File: config.mk
export PLATFORM = sky130hd
export DESIGN_NAME = ulaw_packet_framer
export DESIGN_NICKNAME = d
export VERILOG_FILES = /design/src/ulpf_pkg.sv /design/src/ulpf_front.sv /design/src/ulpf_fifo.sv /design/src/ulpf_back.sv /design/src/ulaw_packet_framer.sv
export VERILOG_INCLUDE_DIRS = /design/src /design/src/src
export SDC_FILE = /design/constraint.sdc
export NUM_CORES = 1
export LEC_CHECK = 0
export BUFFER_PORTS_ARGS = -buffer_cell sky130_fd_sc_hd__buf_2
export CAP_MARGIN = 25
export CORE_MARGIN = 10
export CORE_UTILIZATION = 37
export DETAILED_ROUTE_END_ITERATION = 16
export PLACE_DENSITY = 0.55
export RECOVER_POWER = 100
export SYNTH_ARGS = -nofsm -noshare
export SYNTH_HDL_FRONTEND = slang
export SYNTH_HIERARCHICAL = 1
export SYNTH_SLANG_ARGS = --single-unit
File: constraint.sdc
create_clock -name i_clk -period 13.8 [get_ports i_clk]
set_input_delay 0.69 -clock i_clk [delete_from_list [all_inputs] [get_ports i_clk]]
set_output_delay 0.69 -clock i_clk [all_outputs]
set_load 0.02 [all_outputs]
File: src/ulaw_packet_framer_assert.svh
// ----------------------------------------------------------------------------
// Assertion macros for the mu-law packet framer
// Shared helpers for the concurrent checks at the end of the front, queue and back modules.
// ----------------------------------------------------------------------------
`ifndef ULAW_PACKET_FRAMER_ASSERT_SVH
`define ULAW_PACKET_FRAMER_ASSERT_SVH

// Same-cycle implication, checked outside reset.
`define ULPF_ASSERT_NOW(label, clk, rst_n, ante, cons) \
    label: assert property (@(posedge clk) disable iff (!rst_n) (ante) |-> (cons)) \
        else $error("ulpf check failed");

// Next-cycle implication, checked outside reset.
`define ULPF_ASSERT_NEXT(label, clk, rst_n, ante, cons) \
    label: assert property (@(posedge clk) disable iff (!rst_n) (ante) |=> (cons)) \
        else $error("ulpf check failed");

`endif

File: src/ulpf_pkg.sv
// ----------------------------------------------------------------------------
// ulpf_pkg
// Types and constants shared by the mu-law packet framer modules.
// ----------------------------------------------------------------------------
`timescale 1ns / 1ps

package ulpf_pkg;

    localparam int POS_W = 8;
    localparam int SEQ_W = 16;
    localparam int IDX_W = 3;

    typedef enum logic [1:0] {
        KIND_SAMPLE = 2'd0,
        KIND_REPORT = 2'd1,
        KIND_START  = 2'd2,
        KIND_UNUSED = 2'd3
    } t_kind;

    // Header byte slots, then the payload byte
    localparam logic [IDX_W-1:0] IDX_SEQ_LO  = 3'd0;
    localparam logic [IDX_W-1:0] IDX_SEQ_HI  = 3'd1;
    localparam logic [IDX_W-1:0] IDX_CNT_LO  = 3'd2;
    localparam logic [IDX_W-1:0] IDX_CNT_HI  = 3'd3;
    localparam logic [IDX_W-1:0] IDX_LEN_LO  = 3'd4;
    localparam logic [IDX_W-1:0] IDX_LEN_HI  = 3'd5;
    localparam logic [IDX_W-1:0] IDX_PAYLOAD = 3'd6;

    localparam logic [15:0] ULAW_BIAS = 16'h0084;
    localparam logic [15:0] ULAW_CLIP = 16'd32635;

    typedef struct packed {
        logic [1:0]        kind;
        logic signed [15:0] sample;
        logic              delivered_ok;
    } t_in;

    typedef struct packed {
        logic [7:0] out_byte;
        logic       last_of_packet;
    } t_out;

    // One encoded sample waiting for serialization
    typedef struct packed {
        logic             hdr;
        logic [SEQ_W-1:0] seq;
        logic [7:0]       code;
        logic             last;
    } t_job;

endpackage

File: src/ulpf_front.sv
// ----------------------------------------------------------------------------
// ulpf_front
// Accepts items, keeps sequence and frame state, encodes samples to mu-law.
// ----------------------------------------------------------------------------
`timescale 1ns / 1ps
`include "ulaw_packet_framer_assert.svh"

module ulpf_front
    import ulpf_pkg::*;
#(
    parameter int FRAME_LEN = 160
) (
    input  logic i_clk,
    input  logic i_rst_n,
    input  logic i_in_valid,
    output logic o_in_ready,
    input  t_in  i_in,
    input  logic i_cfg_valid,
    output logic o_cfg_ready,
    input  logic i_cfg_data,
    input  logic i_full,
    output logic o_push,
    output t_job o_job
);

    localparam logic [POS_W:0] LenX = (POS_W+1)'(FRAME_LEN);

    logic             r_enable;
    logic [SEQ_W-1:0] r_seq, n_seq;
    logic [POS_W-1:0] r_pos, n_pos;
    logic             accept;
    logic [POS_W:0]   pos_inc;
    logic             is_last;
    logic [7:0]       code;

    // mu-law encode: split sign, clip, bias, find leading one, take mantissa
    logic        sgn;
    logic [15:0] mag_raw;
    logic [15:0] mag_clip;
    logic [14:0] mag_b;
    logic [2:0]  expo;
    logic [3:0]  shamt;
    logic [3:0]  mant;

    always_comb begin
        sgn      = i_in.sample[15];
        mag_raw  = sgn ? 16'(-i_in.sample) : 16'(i_in.sample);
        mag_clip = (mag_raw > ULAW_CLIP) ? ULAW_CLIP : mag_raw;
        mag_b    = 15'(mag_clip + ULAW_BIAS);
        expo     = 3'd0;
        for (int i = 0; i < 8; i++) begin
            if (mag_b[7+i]) begin
                expo = 3'(i);
            end
        end
        shamt = 4'(expo) + 4'd3;
        mant  = 4'(mag_b >> shamt);
        code  = ~{sgn, expo, mant};
    end

    assign o_in_ready  = !i_full;
    assign o_cfg_ready = 1'b1;
    assign accept      = i_in_valid && o_in_ready;
    assign pos_inc     = {1'b0, r_pos} + (POS_W+1)'(1);
    assign is_last     = (pos_inc >= LenX);

    always_comb begin
        n_seq  = r_seq;
        n_pos  = r_pos;
        o_push = 1'b0;
        if (accept) begin
            unique case (i_in.kind)
                KIND_SAMPLE: begin
                    if (r_enable) begin
                        o_push = 1'b1;
                        n_pos  = is_last ? '0 : pos_inc[POS_W-1:0];
                    end
                end
                KIND_REPORT: begin
                    if (i_in.delivered_ok) begin
                        n_seq = r_seq + SEQ_W'(1);
                    end
                end
                KIND_START: begin
                    n_seq = '0;
                    n_pos = '0;
                end
                default: begin
                end
            endcase
        end
    end

    always_comb begin
        o_job.hdr  = (r_pos == '0);
        o_job.seq  = r_seq;
        o_job.code = code;
        o_job.last = is_last;
    end

    always_ff @(posedge i_clk) begin
        if (!i_rst_n) begin
            r_enable <= 1'b0;
            r_seq    <= '0;
            r_pos    <= '0;
        end else begin
            if (i_cfg_valid && o_cfg_ready) begin
                r_enable <= i_cfg_data;
            end
            r_seq <= n_seq;
            r_pos <= n_pos;
        end
    end

    `ULPF_ASSERT_NOW(a_pos_in_frame, i_clk, i_rst_n, 1'b1, ({1'b0, r_pos} < LenX))
    `ULPF_ASSERT_NOW(a_push_has_room, i_clk, i_rst_n, o_push, !i_full)

endmodule

File: src/ulpf_fifo.sv
// ----------------------------------------------------------------------------
// ulpf_fifo
// Short register queue of encoded jobs between front and back.
// ----------------------------------------------------------------------------
`timescale 1ns / 1ps
`include "ulaw_packet_framer_assert.svh"

module ulpf_fifo
    import ulpf_pkg::*;
#(
    parameter int DEPTH = 4
) (
    input  logic i_clk,
    input  logic i_rst_n,
    input  logic i_push,
    input  t_job i_job,
    input  logic i_pop,
    output t_job o_head,
    output logic o_empty,
    output logic o_full
);

    localparam int PtrW = $clog2(DEPTH);
    localparam int CntW = $clog2(DEPTH + 1);
    localparam logic [PtrW-1:0] LastPtr = PtrW'(DEPTH - 1);
    localparam logic [CntW-1:0] FullCnt = CntW'(DEPTH);

    t_job            r_mem [DEPTH];
    logic [PtrW-1:0] r_wptr, r_rptr;
    logic [CntW-1:0] r_count, n_count;

    assign o_empty = (r_count == '0);
    assign o_full  = (r_count == FullCnt);
    assign o_head  = r_mem[r_rptr];

    always_comb begin
        n_count = r_count;
        if (i_push && !i_pop) begin
            n_count = r_count + CntW'(1);
        end else if (i_pop && !i_push) begin
            n_count = r_count - CntW'(1);
        end
    end

    always_ff @(posedge i_clk) begin
        if (i_push) begin
            r_mem[r_wptr] <= i_job;
        end
    end

    always_ff @(posedge i_clk) begin
        if (!i_rst_n) begin
            r_wptr  <= '0;
            r_rptr  <= '0;
            r_count <= '0;
        end else begin
            if (i_push) begin
                r_wptr <= (r_wptr == LastPtr) ? '0 : r_wptr + PtrW'(1);
            end
            if (i_pop) begin
                r_rptr <= (r_rptr == LastPtr) ? '0 : r_rptr + PtrW'(1);
            end
            r_count <= n_count;
        end
    end

    `ULPF_ASSERT_NOW(a_pop_not_empty, i_clk, i_rst_n, i_pop, (r_count != '0))
    `ULPF_ASSERT_NOW(a_count_bound, i_clk, i_rst_n, 1'b1, (r_count <= FullCnt))

endmodule

File: src/ulpf_back.sv
// ----------------------------------------------------------------------------
// ulpf_back
// Serializes jobs to header and payload bytes, one per cycle unless stalled.
// ----------------------------------------------------------------------------
`timescale 1ns / 1ps
`include "ulaw_packet_framer_assert.svh"

module ulpf_back
    import ulpf_pkg::*;
#(
    parameter int FRAME_LEN = 160
) (
    input  logic i_clk,
    input  logic i_rst_n,
    input  t_job i_head,
    input  logic i_empty,
    output logic o_pop,
    output logic o_out_valid,
    input  logic i_out_ready,
    output t_out o_out
);

    localparam logic [15:0] LenW = 16'(FRAME_LEN);

    logic             r_valid;
    t_out             r_out;
    logic [IDX_W-1:0] r_idx, n_idx;
    logic [IDX_W-1:0] sel;
    logic             load;
    logic             emit;
    t_out             n_out;

    assign load = !r_valid || i_out_ready;
    assign emit = load && !i_empty;
    assign sel  = i_head.hdr ? r_idx : IDX_PAYLOAD;

    always_comb begin
        n_out.last_of_packet = 1'b0;
        unique case (sel) inside
            IDX_SEQ_LO: n_out.out_byte = i_head.seq[7:0];
            IDX_SEQ_HI: n_out.out_byte = i_head.seq[15:8];
            IDX_CNT_LO, IDX_LEN_LO: n_out.out_byte = LenW[7:0];
            IDX_CNT_HI, IDX_LEN_HI: n_out.out_byte = LenW[15:8];
            default: begin
                n_out.out_byte       = i_head.code;
                n_out.last_of_packet = i_head.last;
            end
        endcase
    end

    assign o_pop = emit && (sel == IDX_PAYLOAD);

    always_comb begin
        n_idx = r_idx;
        if (o_pop) begin
            n_idx = '0;
        end else if (emit) begin
            n_idx = r_idx + IDX_W'(1);
        end
    end

    always_ff @(posedge i_clk) begin
        if (emit) begin
            r_out <= n_out;
        end
    end

    always_ff @(posedge i_clk) begin
        if (!i_rst_n) begin
            r_valid <= 1'b0;
            r_idx   <= '0;
        end else begin
            if (load) begin
                r_valid <= !i_empty;
            end
            r_idx <= n_idx;
        end
    end

    assign o_out_valid = r_valid;
    assign o_out       = r_out;

    // Mid-header, the job being framed must still sit at the queue head
    `ULPF_ASSERT_NOW(a_idx_on_header, i_clk, i_rst_n, (r_idx != '0), (!i_empty && i_head.hdr))

endmodule

File: src/ulaw_packet_framer.sv
// ----------------------------------------------------------------------------
// ulaw_packet_framer
// mu-law encoder that frames samples into packets with a six-byte header.
// ----------------------------------------------------------------------------
// Channel   Signals                              Direction
// input     i_in_valid / o_in_ready / i_in       in : kind, sample, delivered_ok
// output    o_out_valid / i_out_ready / o_out    out: out_byte, last_of_packet
// config    i_cfg_valid / o_cfg_ready / i_cfg_data  in : stream_enable
//
// An item is accepted whenever the job queue has room; a sample is written
// into the queue while the stream is enabled, then taken from its head into the output register.
// The serializer sends one byte per cycle while the output is not stalled: six header bytes and
// the payload byte for a sample that opens a packet, the payload byte alone for any other sample.
// Output stalls fill the FIFO_DEPTH-entry queue before input ready drops.
// Reset is synchronous, active low, and clears state, queue and output valid.
// ----------------------------------------------------------------------------
`timescale 1ns / 1ps

module ulaw_packet_framer
    import ulpf_pkg::*;
#(
    parameter int FRAME_LEN  = 160,
    parameter int FIFO_DEPTH = 4
) (
    input  logic i_clk,
    input  logic i_rst_n,
    input  logic i_in_valid,
    output logic o_in_ready,
    input  t_in  i_in,
    output logic o_out_valid,
    input  logic i_out_ready,
    output t_out o_out,
    input  logic i_cfg_valid,
    output logic o_cfg_ready,
    input  logic i_cfg_data
);

    logic push, pop, empty, full;
    t_job job_in, job_head;

    ulpf_front #(
        .FRAME_LEN (FRAME_LEN)
    ) u_front (
        .i_clk       (i_clk),
        .i_rst_n     (i_rst_n),
        .i_in_valid  (i_in_valid),
        .o_in_ready  (o_in_ready),
        .i_in        (i_in),
        .i_cfg_valid (i_cfg_valid),
        .o_cfg_ready (o_cfg_ready),
        .i_cfg_data  (i_cfg_data),
        .i_full      (full),
        .o_push      (push),
        .o_job       (job_in)
    );

    ulpf_fifo #(
        .DEPTH (FIFO_DEPTH)
    ) u_fifo (
        .i_clk   (i_clk),
        .i_rst_n (i_rst_n),
        .i_push  (push),
        .i_job   (job_in),
        .i_pop   (pop),
        .o_head  (job_head),
        .o_empty (empty),
        .o_full  (full)
    );

    ulpf_back #(
        .FRAME_LEN (FRAME_LEN)
    ) u_back (
        .i_clk       (i_clk),
        .i_rst_n     (i_rst_n),
        .i_head      (job_head),
        .i_empty     (empty),
        .o_pop       (pop),
        .o_out_valid (o_out_valid),
        .i_out_ready (i_out_ready),
        .o_out       (o_out)
    );

endmodule

# Yosys cells after proc, flatten, opt, wreduce, memory -nomap -nowiden
# Memories as Yosys holds them, arrays and structs flattened. A register that Yosys moved wholly into a read port is not among the register bits.
# Cells that the tools add are included.
[totals]
regBits = 45
ram_bits = 104
n_memories = 1
[mem_list]
columns = ["memory", "depth", "word_bits", "read_ports", "rd_clocked_by_memory_dff", "write_ports", "line_no", "text"]
rows = [
  ["u_fifo.r_mem", 4, 26, 1, 1, 1, "ulpf_fifo.sv:28", "t_job r_mem [DEPTH];"],
]
[op_classes]
add_sub_neg = 10
n_lt_le_gt_ge = 2
n_eq_ne = 13
shift = 1
muxes = 27
n_bitwise = 2
reduce_logical = 24
[ops]
columns = ["op", "count"]
rows = [
  ["two-way mux 16 bit", 2],
  ["case mux 16 bit (2 select lines)", 1],
  ["case mux 8 bit (4 select lines)", 1],
  ["two-way mux 3 bit", 9],
  ["adder 16 x 1 -> 16 bit (second input constant)", 1],
  ["> comparator 16 x 15 -> 1 bit (second input constant)", 1],
  ["two-way mux 8 bit", 2],
  ["negation 16 bit", 1],
  ["case mux 8 bit (2 select lines)", 1],
  ["adder 15 x 8 -> 15 bit (second input constant)", 1],
  ["two-way mux 15 bit", 1],
  ["right shift 15 x 4 -> 4 bit", 1],
  ["== test 3 bit (second input constant)", 4],
  ["adder 8 x 1 -> 9 bit (second input constant)", 1],
  ["greater-or-equal comparator 9 x 8 -> 1 bit (second input constant)", 1],
  ["logical NOT 8 bit", 1],
  ["two-way mux 2 bit", 4],
  ["inverter 8 bit", 1],
  ["adder 3 x 1 -> 3 bit (second input constant)", 2],
  ["== test 2 bit (second input constant)", 3],
  ["== test 3 x 2 -> 1 bit (second input constant)", 2],
  ["logical NOT 3 bit", 2],
  ["two-way mux 1 bit", 6],
  ["AND reduction 3 bit", 2],
  ["other kinds (15)", 28],
]

# Depth between registers and ports, before layout
# Gate-level depths: netlist (run 1).
[depth]
depth_word = 15
ltp_mapped = 19
mapped_depth_nobuf = 18

# By module
# The synthesis (run 1) kept the hierarchy.
[by_module_without_submodules]
columns = ["module", "n_inst", "cells_each", "area_each_um2"]
rows = [
  ["ulpf_fifo", 1, 180, 4255.3],
  ["ulpf_front", 1, 388, 2969.1],
  ["ulpf_back", 1, 64, 704.4],
]

# Worst setup path before layout (run 1)
# Ideal clock, no wire load.
[synth_timing]
path_type = "input to register"
from = "input i_in[1] (netlist bit)"
to = "memory u_fifo/r_mem[0][4] (netlist bit) (data pin)"
setup_ns = 0.269
t_arrival_ns = 4.756
path_slack_ns = 8.774
cell_stages = 19
n_path_buf = 1
path_cell_list = "buf_6 -> inv_1 -> ha_1 -> or4b_4 -> o41ai_2 -> a21oi_2 -> nor4b_4 -> a21o_4 -> a21oi_1 -> ha_1 -> a311o_1 -> a31oi_1 -> o21ai_0 -> o2bb2ai_1 -> a31oi_2 -> o211ai_2 -> nor3b_4 -> a211oi_1 -> a211o_1"
[synth_rtl]
columns = ["item", "line_no", "text"]
rows = [
  ["start, declared", "ulaw_packet_framer.sv:29", "input t_in i_in,"],
  ["end, declared", "ulpf_fifo.sv:28", ""],
]

==> reports/metrics.yaml, run 1 <==
timing:
  slew_headroom_pct: -47.0
  drv_slew: 141
  fmax_mhz: 136
  fin_skew_ns: 0.00691
  tightest_slew_ns: 2.21
  hold_viol: 0
  fin_tns_setup_ns: 0
  post-route-period-util_pct: 53.2
  setup_violations: 0
  rsz0062_at_grt: "no"
  timing.final.crit_period_ns: 7.33
routing:
  vias: 5206
  drc: 0
  initialDrtViolationCount: 350
  totalWireLength_mm: 17.1
  antenna_left: 0
  routed_via_density: 5.50
  wl_per_cell_um: 18.1
  drtPass1Iterations: 4
floorplanning:
  initial_core_util_pct: 37.7
  die_w_um: 166
  row_count: 53
  dieArea_um2: 27700
  die_h_um: 166
  core_area_um2: 21000
  num_io_pins: 37
grt:
  grt_max_degree: 27
  antenna_found_initial: 0
  grt_pass1_vias: 5118
  overflow: 0
  grt_pass1_wl_mm: 27.8
  grtUsageTotal_pct: 12.2
logic_synthesis:
  synth.distinct_cells: 99
  synth_warnings: 6
  netlist_area_um2: 7930
  synthFlopType: "edfxtp_1"
  synth_edf_count: 113
  synth-seq-area-share_pct: 52.4
  synth_cells: 632
  syn_area_per_cell_um2: 12.5
  syn_nets: 670
  synth-seq-cells: 151
  async_flop_share_pct: 0
job:
  max_cap_violations: 6
clock_network:
  cts_buffers: 17
  htreeDepth: 4
  clkSlewWorstSetupHoldPaths_ns: 0.06
  cts_buffer_depth: 2
  cts_hold_buffers: 0
  cts_sinks: 151
  ctsResizeCount: 0
  clk_latency_ns: 0.41
  post-cts-setup-buffer-count: 0
  cts_tree: "built"
  cts-root-buf: "clkbuf_16"
finish:
  nFillCells: 1928
  area_growth_pct: 10.5
  final_layout_size_suffix_gt1_share_pct: 14.8
  nNetsFinal: 696
  final_cell_mix: "edfxtp_1 (113), nor2_1 (44), dfxtp_1 (38), nand2_1 (36), mux2i_1 (25)"
  ff_latch_area_um2: 4150
  diodes: 0
  multiInputGateArea_um2: 3440
  final_util_pct: 41.7
  final_common_cell: "edfxtp_1"
setup_path:
  crit_fanout: 19
  reg2regPathDepth: 11
  critPathArrivalTime_ns: 7.50
  endpoint_kind: "flop"
  path_class: "input port to flop"
  cp.required_ns: 13.97
  critPathLaunchType: "input port"
min_path:
  holdPathStages: 0
  hold_path.class: "flop to flop"
place:
  dp_hpwl_mm: 11.8
  io_buffer_count: 35
  place.gp.congestion: 0.870
power:
  leakagePower_nw: 2.93
  ir_worst_vdd_mv: 0.0684
  p_per_area_nw_per_um2: 145
status:
  violations: "capacitance limit, slew limit"
  run_status: "finished with violations"
[cell families (layout without fill, tap and decap cells)]
kind of cell / count (synthesis) / in the layout / share of synthesized area [%]
flops: 151 / 151 / 52.4
simple gates: 212 / 212 / 15.2
buf+inv: 53 / 92 / 3.41
fa+ha+maj: 13 / 13 / 2.15
compound gates: 123 / 123 / 12.8
xor+xnor: 26 / 26 / 2.87
other cells: 1 / 1 / 0.0473
mux: 53 / 53 / 11.1
[worst paths after layout]
path                     startpoint                   to  slack [ns]
setup / recovery           i_in[16]   u_fifo/r_mem[3][3]        6.47
hold / removal    u_front/r_seq[15]  u_fifo/r_mem[3][24]        0.54
setup reg to reg               flop    u_fifo/r_count[2]        9.14
hold reg to reg   u_front/r_seq[15]  u_fifo/r_mem[3][24]        0.54
[layout make-up]
| cell class | count | area share, % |
|---|---|---|
| inverters | 22 | 0.942 |
| repair buffers | 38 | 1.98 |
| well taps | 275 | 3.93 |
| multi-input cells | 428 | 39.3 |
| clock inverters | 14 | 1.58 |
| clock buffers | 18 | 4.90 |
| flip-flops and latches | 151 | 47.4 |
[worst max-delay path, stage by stage]
cell and delay (ns):
clkbuf_1 0.58, inv_1 0.56, a41o_1 0.36, xor2_1 0.23
nor4b_1 1.18, a21o_4 0.29, a21oi_1 0.06, ha_1 0.38
a311o_1 0.38, a31oi_1 0.20, o21ai_0 0.11, o2bb2ai_1 0.31
a31oi_1 0.15, o211ai_1 0.30, nor3b_1 1.05, mux2i_1 0.19
a211oi_1 0.46
[layer usage]
metal  vias to the layer above  part of all wire [%]  global-route usage (%)
met5                         -                     0                       0
met3                        17                   4.8                    2.72
met1                      2586                    48                    16.7
met4                         0                   1.5                    4.35
li1                       2494                     -                       -
met2                       109                    46                    18.6
[per-stage QoR]
step	cell area, µm²	hold slack [ns]	total power, mW	cells	setup WS, ns
final	8760	0.536	1.27	946	6.47
after global routing	8760	0.539	1.34	946	5.77
after CTS	8850	0.537	1.29	945	8.13
after detailed placement	8280	0.529	0.847	913	7.67
after global placement	8280	0.484	0.841	913	7.90
after floorplan	7930	0.472	0.782	632	8.77
[synthesized netlist by cell type (all sizes together), types with 3 or more instances]
cell     count  area share (%)
edfxtp     113              43
nor2        44             2.1
dfxtp       38             9.6
nand2       37             1.8
mux4        26             7.7
mux2i       25             3.2
o21ai       24             1.7
inv         22             1.0
nand3       22             1.5
nor2b       20             1.7
clkbuf      17            0.82
xor2        16             1.8
a21oi       15             1.1
and3        14             1.1
buf         14             1.5
ha          12             1.9
xnor2       10             1.1
and2         9            0.71
or2          9            0.71
or3          9            0.71
o2bb2ai      8            0.88
a21boi       7            0.66
nor3         7            0.44
o31ai        7            0.66
a22oi        6            0.57
nand3b       6            0.57
nand2b       5            0.39
nor4         5            0.47
o211ai       5            0.60
a211oi       4            0.60
a2bb2oi      4            0.44
a31oi        4            0.39
nand4        4            0.32
nor3b        4            0.52
nor4b        4            0.71
a311o        3            0.38
a32o         3            0.38
and4         3            0.33
o21a         3            0.28
o22ai        3            0.24
o311ai       3            0.55
o31a         3            0.35
or4          3            0.38
or4b         3            0.43
[registers in the layout (all words and copies together), names as in the netlist, named ones only]
name                count
u_front/r_pos           8
u_fifo/r_count          3
u_back/o_out            9
u_front/r_seq          16
u_back/o_out_valid      1
u_front/r_enable        1
u_fifo/r_mem          104
u_back/r_idx            3
u_fifo/r_rptr           2
u_fifo/r_wptr           2
[where the power goes]
| group | switching, mW | internal, mW |
|---|---|---|
| clock | 0.166 | 0.279 |
| combinational | 0.168 | 0.118 |
| sequential | 0.0206 | 0.524 |
No activity file was read; power rests on OpenSTA's default activity.
==> run 2: changes to the inputs <==
==> constraint.sdc (replaced) <==
create_clock -name i_clk -period 7.3 [get_ports i_clk]
set_input_delay 0.365 -clock i_clk [delete_from_list [all_inputs] [get_ports i_clk]]
set_output_delay 0.365 -clock i_clk [all_outputs]
set_load 0.02 [all_outputs]
==> run 2 against run 1 <==
The run still ends with capacitance limit, slew limit left; setup slack got worse by 5.0 ns; wire length decreased by 0.58%; critical path depth is the same; global-route usage decreased by 0.16 points; die area unchanged; via count is 0.13% lower; critical path type unchanged; largest cell class unchanged.
==> reports/metrics.yaml, run 2 (synthesized netlist as in run 1, its figures left out) <==
clock_network:
  post-cts-setup-buffer-count: 0  # unchanged
  clkSlewWorstSetupHoldPaths_ns: 0.06  # about the same
  htreeDepth: 4  # unchanged
  cts_hold_buffers: 0  # unchanged
  cts-root-buf: "clkbuf_16"
  cts_buffers: 17  # unchanged
  cts_buffer_depth: 2  # unchanged
  cts_tree: "built"
  cts_sinks: 151  # unchanged
  ctsResizeCount: 0  # unchanged
  clk_latency_ns: 0.41  # about the same
timing:
  fmax_mhz: 172
  hold_viol: 0  # unchanged
  fin_tns_setup_ns: 0  # unchanged
  drv_slew: 108  # -23%
  setup_ws_ns: 1.50  # -4.97 ns
  post-route-period-util_pct: 79.5
  setup_violations: 0  # unchanged
  rsz0062_at_grt: "no"
  slew_headroom_pct: -41.8  # +5.2 points
  timing.final.crit_period_ns: 5.81
  tightest_slew_ns: 2.13  # -0.0796 ns
  fin_skew_ns: 0.00799  # +0.00107 ns
floorplanning:
  row_count: 53  # unchanged
  dieArea_um2: 27700  # unchanged
  core_area_um2: 21000  # unchanged
  die_h_um: 166  # unchanged
  num_io_pins: 37  # unchanged
  die_w_um: 166  # unchanged
  initial_core_util_pct: 37.7  # unchanged
finish:
  final_cell_mix: "edfxtp_1 (113), nor2_1 (44), dfxtp_1 (38), nand2_1 (37), mux2i_1 (25)"
  final_cells: 946  # unchanged
  largest_reg_flops: 104  # unchanged
  ff_latch_area_um2: 4150  # unchanged
  design_area_um2: 8770  # about the same
  final_layout_size_suffix_gt1_share_pct: 14.9  # +0.15 points
  multiInputGateArea_um2: 3450  # +0.40%
  area_growth_pct: 10.6  # about the same
  diodes: 0  # unchanged
  final_common_cell: "edfxtp_1"
  regMostFlops: "u_fifo/r_mem"
  nNetsFinal: 696  # unchanged
  nFillCells: 1935  # +0.36%
setup_path:
  cp.required_ns: 7.47  # -6.50 ns
  endpoint: "u_fifo/r_mem[3][3]"
  crit_fanout: 19  # unchanged
  startpoint: "i_in[16]"
  rrSetupSlack_ns: 3.80  # -5.34 ns
  path_buf_inv: 2  # unchanged
  r2r-end: "u_fifo/r_mem[2][16]"
  critPathArrivalTime_ns: 5.98  # -1.52 ns
  reg2regPathDepth: 6  # -5
  cpLargestDelayFamily: "compound AO/OA/AOI/OAI gates"
  critPathLaunchType: "input port"
  path_class: "input port to flop"
  endpoint_kind: "flop"
  path_depth: 17  # unchanged
  r2r_start: "u_fifo/r_count[0]"
  cp_slowest_cell: "a211oi_1"
  path_cells: "clkbuf_1, inv_1, a211oi_1, a211oi_1, a21oi_1, a21o_1, a21oi_1, ha_1, a311o_1, a31oi_1, o21ai_0, o2bb2ai_1, a31oi_1, o211ai_1, nor3b_4, mux2i_1, a211oi_1"
  max_stage_delay_ns: 0.63  # -0.55 ns
  critPathMostFrequentCell: "a211oi_1"
routing:
  drc: 0  # unchanged
  initialDrtViolationCount: 290  # -17%
  antenna_left: 0  # unchanged
  drtPass1Iterations: 5  # +1
  vias: 5199  # -0.13%
  wl_per_cell_um: 18.0  # -0.58%
  totalWireLength_mm: 17.0  # -0.58%
  routed_via_density: 5.50  # -0.13%
place:
  dp.cells: 913  # unchanged
  io_buffer_count: 35  # unchanged
  placed_cell_area_um2: 8280  # unchanged
  dp_hpwl_mm: 11.7  # -0.24%
  post-place-ws_ns: 1.50  # -6.17 ns
  place.gp.congestion: 0.870  # unchanged
grt:
  overflow: 0  # unchanged
  grt_pass1_vias: 5106  # -0.23%
  antenna_found_initial: 0  # unchanged
  grt_max_degree: 27  # unchanged
  grt_pass1_wl_mm: 27.2  # -1.9%
  grtUsageTotal_pct: 12.1  # -0.16 points
min_path:
  hold_path.class: "input port to flop"
status:
  violations: "capacitance limit, slew limit"
  run_status: "finished with violations"
job:
  max_cap_violations: 4  # -2
power:
  ir_worst_vdd_mv: 0.122  # +78%
  p_per_area_nw_per_um2: 272  # +87%
  leakagePower_nw: 2.94  # +0.36%
-- run 2: worst min-delay path by stage --
stage / cells after the start / end / slack, ns / startpoint
detailed placement: 0 / u_fifo/r_mem[0][18] / 0.53 / u_front/r_seq[9]
CTS: 3 / u_front/r_enable / 0.21 / i_cfg_data
global route: 3 / u_front/r_enable / 0.23 / i_cfg_data
global placement: 2 / u_fifo/r_count[2] / 0.48 / u_fifo/r_count[2]
floorplan: 2 / u_fifo/r_count[2] / 0.47 / u_fifo/r_count[2]
finish: 3 / u_front/r_enable / 0.23 / i_cfg_data
-- run 2: layout make-up --
type / count / share of cell area [%]
clock buffer: 18 / 4.89
clock inverter: 14 / 1.31
inverter: 22 / 0.942
multi-input combinational: 428 / 39.4
sequential: 151 / 47.4
tap: 275 / 3.92
timing repair buffer: 38 / 2.18
-- run 2: where the power goes --
part,switching [mW],internal [mW]
combinational,0.306,0.228
sequential,0.0536,0.991
clock,0.314,0.491
-- run 2: worst reg2reg max path, delay by kind of cell (launching register included) --
family | cells | cell delay [ns]
DFF | 1 | 0.42
and+or+nand+nor | 4 | 2.12
buffers and inverters | 2 | 0.54
-- run 2: metrics by stage --
| stage | hold WS [ns] | util [%] | total power, mW |
|---|---|---|---|
| 2_1_floorplan | 0.472 | - | 1.48 |
| 5_1_grt | 0.228 | 41.7 | 2.50 |
| 3_5_place_dp | 0.526 | 39.4 | 1.60 |
| 4_1_cts | 0.207 | 42.0 | 2.41 |
| 3_3_place_gp | 0.484 | 39.4 | 1.59 |
| 6_report | 0.229 | 41.7 | 2.38 |
-- run 2: metal layers --
| layer | track usage, % | wire [µm] | vias to the layer above |
|---|---|---|---|
| met5 | 0 | 0 | - |
| met4 | 3.67 | 134 | 0 |
| met3 | 3.17 | 721 | 9 |
| met2 | 18.6 | 7810 | 118 |
| met1 | 16.2 | 8360 | 2581 |
| li1 | - | - | 2491 |
